File: config.mk
export PLATFORM = sky130hd
export DESIGN_NAME = vad_window_vote_smoother_top
export DESIGN_NICKNAME = d
export VERILOG_FILES = /design/src/design/vwvs_pkg.sv /design/src/design/vwvs_cell.sv /design/src/design/vad_window_vote_smoother_top.sv
export SDC_FILE = /design/constraint.sdc
export NUM_CORES = 1
export LEC_CHECK = 0
export ABC_AREA = 1
export ABC_CLOCK_PERIOD_IN_PS = 30600
export BUFFER_PORTS_ARGS = -buffer_cell sky130_fd_sc_hd__buf_2
export CORE_MARGIN = 1
export CORE_UTILIZATION = 62
export CTS_CLUSTER_DIAMETER = 60
export CTS_CLUSTER_SIZE = 28
export DETAILED_ROUTE_END_ITERATION = 10
export GPL_ROUTABILITY_DRIVEN = 0
export PLACE_DENSITY = 0.79
export SLEW_MARGIN = 20
export SYNTH_ARGS = -nofsm -noshare
export SYNTH_HDL_FRONTEND = slang
export SYNTH_HIERARCHICAL = 1
export SYNTH_SLANG_ARGS = --single-unit
File: constraint.sdc
create_clock -name clk -period 30.6 [get_ports clk]
set_input_delay 3.06 -clock clk [delete_from_list [all_inputs] [get_ports clk]]
set_output_delay 3.06 -clock clk [all_outputs]
set_load 0.005 [all_outputs]
File: src/design/vwvs_pkg.sv
package vwvs_pkg;

  localparam int MAX_HALF_WINDOW = 15;
  localparam int NCELLS          = 2 * MAX_HALF_WINDOW + 1;
  localparam int CELL_AW         = $clog2(NCELLS);
  localparam int CNT_W           = $clog2(NCELLS + 1);
  localparam int HW_W            = 4;
  localparam int SCORE_W         = 16;
  localparam int INDEX_W         = 32;
  localparam int CFG_IDX_W       = 2;
  localparam int CFG_DATA_W      = 32;
  localparam int S_DATA_W        = 48;
  localparam int M_DATA_W        = 40;

  localparam logic [HW_W-1:0] HALF_WINDOW_RESET = HW_W'(5);

  localparam logic OP_FRAME = 1'b0;
  localparam logic OP_END   = 1'b1;

  localparam logic [CFG_IDX_W-1:0] CFG_HALF_WINDOW = 2'd0;
  localparam logic [CFG_IDX_W-1:0] CFG_SIL_THRESH  = 2'd1;
  localparam logic [CFG_IDX_W-1:0] CFG_START_FRAME = 2'd2;

  typedef enum logic {
    ST_IDLE,
    ST_FLUSH
  } state_t;

  typedef struct packed {
    logic shift;
    logic clear;
  } cell_ctrl_t;

endpackage

File: src/design/vwvs_cell.sv
module vwvs_cell
  import vwvs_pkg::*;
(
  input  logic               clk,
  input  logic               rst,
  input  cell_ctrl_t         ctrl,
  input  logic               prev_flag,
  input  logic [INDEX_W-1:0] prev_index,
  output logic               flag,
  output logic [INDEX_W-1:0] index
);

  always_ff @(posedge clk) begin
    if (rst || ctrl.clear) begin
      flag <= 1'b0;
    end else if (ctrl.shift) begin
      flag <= prev_flag;
    end
  end

  always_ff @(posedge clk) begin
    if (ctrl.shift) begin
      index <= prev_index;
    end
  end

endmodule

File: src/design/vad_window_vote_smoother_top.sv
// Voice activity smoother: majority vote over a sliding window of 2W+1 frames.
// Input stream s_*: one word per frame, tuser is the op (frame or end of stream).
// Output stream m_*: one word per decided frame, tlast marks the final word of a flush.
// Config cfg_*: index and data, always ready; written while idle by user rule, unchecked.
// A frame word's decision, for the frame W frames back,
// sits in the output register the next cycle once more than W frames are held.
// An end word starts a flush of W words, one per cycle while they are taken, then
// clears the window; with W or fewer frames held, or W = 0, it only clears it.
// Frames live in a shift chain of 31 cells, newest in cell 0; a running silent
// count avoids summing the cells. The output register is the only buffer: a
// stalled receiver holds s_tready low and pauses the flush until the word is taken.
// Reset (synchronous, active high) empties the window and the output register and
// restores W = 5, threshold 0, start frame 0. Writing half_window empties the window.
module vad_window_vote_smoother_top
  import vwvs_pkg::*;
(
  input  logic                  clk,
  input  logic                  rst,
  input  logic                  s_tvalid,
  output logic                  s_tready,
  input  logic [S_DATA_W-1:0]   s_tdata,   // score[15:0], frame_index[47:16]
  input  logic                  s_tuser,   // op
  output logic                  m_tvalid,
  input  logic                  m_tready,
  output logic [M_DATA_W-1:0]   m_tdata,   // out_frame_index[31:0], is_speech[32], zero pad
  output logic                  m_tlast,
  input  logic                  cfg_valid,
  output logic                  cfg_ready,
  input  logic [CFG_IDX_W-1:0]  cfg_index,
  input  logic [CFG_DATA_W-1:0] cfg_data
);

  state_t state, state_next;

  logic [HW_W-1:0]           half_window;
  logic signed [SCORE_W-1:0] silence_threshold;
  logic [INDEX_W-1:0]        start_frame;

  logic [CNT_W-1:0] held, held_next;
  logic [CNT_W-1:0] sil_cnt, sil_cnt_next;
  logic [CNT_W-1:0] flush_cnt, flush_cnt_next;
  logic [HW_W-1:0]  step, step_next;

  logic [INDEX_W-1:0] out_index, out_index_next;
  logic               out_speech, out_speech_next;
  logic               out_last, out_last_next;
  logic               load_out;

  cell_ctrl_t         ctrl;
  logic               feed_flag;
  logic               flags [NCELLS];
  logic [INDEX_W-1:0] idxs [NCELLS];

  logic                      cfg_fire, win_clear;
  logic                      out_free, in_fire, is_end;
  logic signed [SCORE_W-1:0] score;
  logic [INDEX_W-1:0]        fidx;
  logic                      new_sil;
  logic [CNT_W-1:0]          w5, two_w, n_win, held_inc, sum_cnt, cur_cnt;
  logic [CELL_AW-1:0]        flag_addr, idx_addr;
  logic                      sel_flag, pop_flag;
  logic [INDEX_W-1:0]        dec_idx;
  logic                      idx_above, frame_emit, frame_full, frame_speech;
  logic                      flush_speech, flush_done, flush_go, start_flush;

  // config
  assign cfg_ready = 1'b1;
  assign cfg_fire  = cfg_valid && cfg_ready;
  assign win_clear = cfg_fire && (cfg_index == CFG_HALF_WINDOW);

  always_ff @(posedge clk) begin
    if (rst) begin
      half_window       <= HALF_WINDOW_RESET;
      silence_threshold <= '0;
      start_frame       <= '0;
    end else if (cfg_fire) begin
      unique case (cfg_index)
        CFG_HALF_WINDOW: half_window       <= cfg_data[HW_W-1:0];
        CFG_SIL_THRESH:  silence_threshold <= cfg_data[SCORE_W-1:0];
        CFG_START_FRAME: start_frame       <= cfg_data[INDEX_W-1:0];
        default: ;
      endcase
    end
  end

  // datapath helpers
  assign out_free = !m_tvalid || m_tready;
  assign s_tready = (state == ST_IDLE) && out_free;
  assign in_fire  = s_tvalid && s_tready;
  assign is_end   = (s_tuser == OP_END);
  assign score    = s_tdata[SCORE_W-1:0];
  assign fidx     = s_tdata[SCORE_W+INDEX_W-1:SCORE_W];
  assign new_sil  = (score >= silence_threshold);

  assign w5       = {1'b0, half_window};
  assign two_w    = {half_window, 1'b0};
  assign n_win    = two_w + CNT_W'(1);
  assign held_inc = held + CNT_W'(1);
  assign sum_cnt  = sil_cnt + {{(CNT_W-1){1'b0}}, new_sil};

  assign flag_addr = (state == ST_FLUSH) ? two_w : two_w - CNT_W'(1);
  assign idx_addr  = w5 - CNT_W'(1);
  assign sel_flag  = flags[flag_addr];
  assign pop_flag  = (half_window == '0) ? new_sil : sel_flag;
  assign dec_idx   = (half_window == '0 && state == ST_IDLE) ? fidx : idxs[idx_addr];
  assign idx_above = dec_idx > start_frame;

  assign frame_emit   = held_inc > w5;
  assign frame_full   = held_inc == n_win;
  assign frame_speech = ({sum_cnt, 1'b0} <= {1'b0, n_win}) && idx_above;

  assign cur_cnt      = (step == '0) ? flush_cnt
                                     : flush_cnt - {{(CNT_W-1){1'b0}}, sel_flag};
  assign flush_speech = ({cur_cnt, 1'b0} <= {1'b0, n_win}) && idx_above;
  assign flush_done   = step == half_window - HW_W'(1);
  assign flush_go     = (state == ST_FLUSH) && out_free;
  assign start_flush  = in_fire && is_end && (held > w5) && (half_window != '0);

  // cell chain
  assign feed_flag = (state == ST_FLUSH) ? 1'b0 : new_sil;

  for (genvar k = 0; k < NCELLS; k++) begin : g_cell
    if (k == 0) begin : g_head
      vwvs_cell u_cell (
        .clk        (clk),
        .rst        (rst),
        .ctrl       (ctrl),
        .prev_flag  (feed_flag),
        .prev_index (fidx),
        .flag       (flags[k]),
        .index      (idxs[k])
      );
    end else begin : g_body
      vwvs_cell u_cell (
        .clk        (clk),
        .rst        (rst),
        .ctrl       (ctrl),
        .prev_flag  (flags[k-1]),
        .prev_index (idxs[k-1]),
        .flag       (flags[k]),
        .index      (idxs[k])
      );
    end
  end

  // next state
  always_comb begin
    state_next = state;
    unique case (state)
      ST_IDLE:  if (start_flush) state_next = ST_FLUSH;
      ST_FLUSH: if (flush_go && flush_done) state_next = ST_IDLE;
      default:  state_next = ST_IDLE;
    endcase
  end

  // control and outputs
  always_comb begin
    ctrl            = '0;
    held_next       = held;
    sil_cnt_next    = sil_cnt;
    flush_cnt_next  = flush_cnt;
    step_next       = step;
    load_out        = 1'b0;
    out_index_next  = dec_idx;
    out_speech_next = frame_speech;
    out_last_next   = 1'b0;
    unique case (state)
      ST_IDLE: begin
        if (in_fire && !is_end) begin
          ctrl.shift = 1'b1;
          load_out   = frame_emit;
          if (frame_full) begin
            held_next    = two_w;
            sil_cnt_next = sum_cnt - {{(CNT_W-1){1'b0}}, pop_flag};
          end else begin
            held_next    = held_inc;
            sil_cnt_next = sum_cnt;
          end
        end else if (start_flush) begin
          flush_cnt_next = sil_cnt;
          step_next      = '0;
        end else if (in_fire) begin
          ctrl.clear   = 1'b1;
          held_next    = '0;
          sil_cnt_next = '0;
        end
      end
      ST_FLUSH: begin
        if (flush_go) begin
          load_out        = 1'b1;
          out_speech_next = flush_speech;
          out_last_next   = flush_done;
          flush_cnt_next  = cur_cnt;
          ctrl.shift      = 1'b1;
          step_next       = step + HW_W'(1);
          if (flush_done) begin
            ctrl.clear   = 1'b1;
            held_next    = '0;
            sil_cnt_next = '0;
            step_next    = '0;
          end
        end
      end
      default: ;
    endcase
    if (win_clear) begin
      ctrl.clear   = 1'b1;
      held_next    = '0;
      sil_cnt_next = '0;
    end
  end

  always_ff @(posedge clk) begin
    if (rst) begin
      state     <= ST_IDLE;
      held      <= '0;
      sil_cnt   <= '0;
      flush_cnt <= '0;
      step      <= '0;
    end else begin
      state     <= state_next;
      held      <= held_next;
      sil_cnt   <= sil_cnt_next;
      flush_cnt <= flush_cnt_next;
      step      <= step_next;
    end
  end

  // output register
  always_ff @(posedge clk) begin
    if (rst) begin
      m_tvalid <= 1'b0;
    end else if (load_out) begin
      m_tvalid <= 1'b1;
    end else if (m_tready) begin
      m_tvalid <= 1'b0;
    end
  end

  always_ff @(posedge clk) begin
    if (load_out) begin
      out_index  <= out_index_next;
      out_speech <= out_speech_next;
      out_last   <= out_last_next;
    end
  end

  assign m_tdata = {{(M_DATA_W-INDEX_W-1){1'b0}}, out_speech, out_index};
  assign m_tlast = out_last;

endmodule
==> results.json <==
{
  "status": "completed",
  "yosys.area.top_type": "edfxtp_1",
  "fin_area_um2": 50500,
  "io_buffers": 123,
  "vias_per_cell": 6.003,
  "ant_nets": 0,
  "numCtsBuffers": 61,
  "met3_usage": 0.03790,
  "power-per-cell-area_nw_per_um2": 64.86,
  "clock_latency_ns": 0.68,
  "rows": 100,
  "use_met1": 0.3821,
  "cts.clk_slew.worst_paths_ns": 0.10,
  "power_mw": 3.275,
  "preCtsSetupSlack_ns": 22.57,
  "cts_hold_buf": 0,
  "grt_pass1_vias": 29700,
  "avgSynthCellArea_um2": 11.34,
  "top_usage_layer": "met2",
  "start_util": 0.6292,
  "drc_errors": 0,
  "syn_inst": 4150,
  "netlist_top_cells_area": "edfxtp_1 65%, nand2_1 8.3%, nand3_1 6.5%",
  "cts_sinks": 1130,
  "grt_pass1_wl_mm": 162.9,
  "setup_tns_ns": 0,
  "rsz0062_at_grt": "false",
  "regArea_um2": 32900,
  "final_common_cell": "nand2_1",
  "cts-htree-levels": 2,
  "setup-violations-final": 0,
  "die_x_um": 277.6,
  "worstPathMaxFanout": 184,
  "critPathArrivalTime_ns": 7.36,
  "yosys_warnings": 6,
  "min_period_ns": 7.059,
  "cts_tree": "done",
  "layout_common_cells": "1044 x nand2_1, 1026 x edfxtp_1, 609 x nand3_1",
  "post_cts_buffers": 0,
  "layout-drive-gt1-share": 0.08139,
  "crit_buf_inv": 8,
  "fill_cells": 5252,
  "grt_use_met2": 0.4159,
  "crit_path_top_delay_cell": "nand2_4",
  "p_leak_nw": 18.15,
  "clockBufferDepth": 3,
  "grt.overflow.total": 0,
  "dr.pass1.iters": 6,
  "synth_top_area_frac": 0.6544,
  "critPathMaxStageDelay_ns": 0.79,
  "drv_cap": 0,
  "cts-resized-gates": 0,
  "post_dp_cell_area_um2": 48190,
  "syn_area_um2": 47080,
  "die_h_um": 277.6,
  "crit_type": "primary input to flop",
  "ys.flop_type": "edfxtp_1",
  "synth_edf_count": 1026,
  "pin_count": 132,
  "cp.required_ns": 30.90,
  "worstSetupEndpointType": "flop",
  "yosysUniqueCellTypes": 42,
  "min_period_over_period": 0.2307,
  "num_vias": 31060,
  "fin_skew_ns": 0.02670,
  "relSlewSlack": 0.2028,
  "hold_violations": 0,
  "worst_pin_slew_ns": 1.187,
  "crit_family": "buffers and inverters",
  "seq_area_frac_synth": 0.6987,
  "grt_max_degree": 205,
  "cp_cell_sequence": "buf_2 > inv_1 > nand2_1 > nand2_1 > nor2_2 > inv_1 > nor2_2 > inv_1 > nand2_4 > buf_4 > buf_4 > buf_16 > buf_12",
  "min_path_type": "flop to flop",
  "fmax_mhz": 141.7,
  "crit_path_frequent_cell": "inv_1",
  "core_um2": 74820,
  "nNetsFinal": 4310,
  "multiInputGateArea_um2": 12480,
  "areaGrowthSynthToFinish_pct": 7.264,
  "dieArea_um2": 77040,
  "drt-initial-drc-count": 3933,
  "worst_slack_ns": 23.54,
  "antenna_found_initial": 2,
  "hpwl_mm": 59.43,
  "final_max_slew_viol_count": 0,
  "wl_mm": 102.9,
  "cts-root-buf": "clkbuf_16",
  "wl_per_cell_um": 19.90,
  "critPathLaunchType": "primary input",
  "ys_async_sr_fraction": 0,
  "ys_ff_latch": 1130,
  "grt_use_total": 0.2665,
  "peakVddDrop_uv": 72.04
}
[kinds of logic (layout without fill, tap and decap cells)]
group                      after synthesis  in the layout  share of synthesized area
and+or+nand+nor                       2010           2010                     0.1817
other                                    2             10                  0.0001595
buffers and inverters                  389            435                    0.03814
xor gates and xnor gates                 7              7                   0.001462
adders and majority gates               72             72                    0.01914
DFF                                   1130           1130                     0.6987
AOI/OAI and AO/OA                      540            540                    0.06078
[path summary, 6_finish.rpt]
path,startpoint,end,slack [ns],cells after the start
max,m_tready,g_cell[27].g_body.u_cell/index[11],23.54,13
min,g_cell[19].g_body.u_cell/index[15],g_cell[20].g_body.u_cell/index[15],0.43,0
max reg2reg,half_window[0],out_speech,24.03,22
min reg2reg,g_cell[19].g_body.u_cell/index[15],g_cell[20].g_body.u_cell/index[15],0.43,0
[report_power, final]
group / switching (mW) / internal, mW
Clock: 0.547 / 0.448
Sequential: 0.0563 / 1.84
Combinational: 0.271 / 0.114
[through the flow]
step / hold slack, ns / instances / util
6_report: 0.4277 / 5173 / 0.6749
5_1_grt: 0.4361 / 5171 / 0.6748
2_1_floorplan: 0.4003 / 4156 / -
4_1_cts: 0.4296 / 5170 / 0.6745
3_5_place_dp: 0.4045 / 5055 / 0.6440
3_3_place_gp: 0.4025 / 5055 / 0.6440
[routing by layer]
layer / part of all wire / wire, µm
met4: 0.039 / 3976
met3: 0.075 / 7705
met5: 0 / 0
met1: 0.42 / 43050
met2: 0.47 / 48210
[layout make-up]
type,instances,area share
Timing Repair Buffer,172,0.02086
Clock buffer,70,0.03214
Sequential cell,1130,0.6514
Multi-Input combinational cell,2637,0.2471
Antenna cell,2,0.00009911
Tap cell,969,0.02401
Clock inverter,45,0.01296
Inverter,148,0.01145
[cell usage after synthesis, drive strengths merged, types with 2 or more instances]
| library cell | number |
|---|---|
| nand2 | 1050 |
| edfxtp | 1026 |
| nand3 | 613 |
| nor2 | 297 |
| a21oi | 249 |
| o21ai | 216 |
| buf | 200 |
| inv | 144 |
| dfxtp | 104 |
| ha | 72 |
| clkbuf | 41 |
| o211ai | 28 |
| nand4 | 22 |
| o22ai | 22 |
| nor3 | 19 |
| a22oi | 17 |
| xor2 | 7 |
| or2 | 5 |
| clkinv | 4 |
| nand3b | 3 |
| o21a | 3 |
| conb | 2 |
[flip-flops by register name (all words and copies together) (netlist names), 4 cells and up]
register                    flops
out_index                      32
flush_cnt                       5
start_frame                    32
sil_cnt                         5
half_window                     4
g_cell.g_head.u_cell/index     32
g_cell.g_body.u_cell/index    960
g_cell.g_body.u_cell/flag      30
silence_threshold              16
held                            5
step                            4
Power figures use the tool's default switching activity.
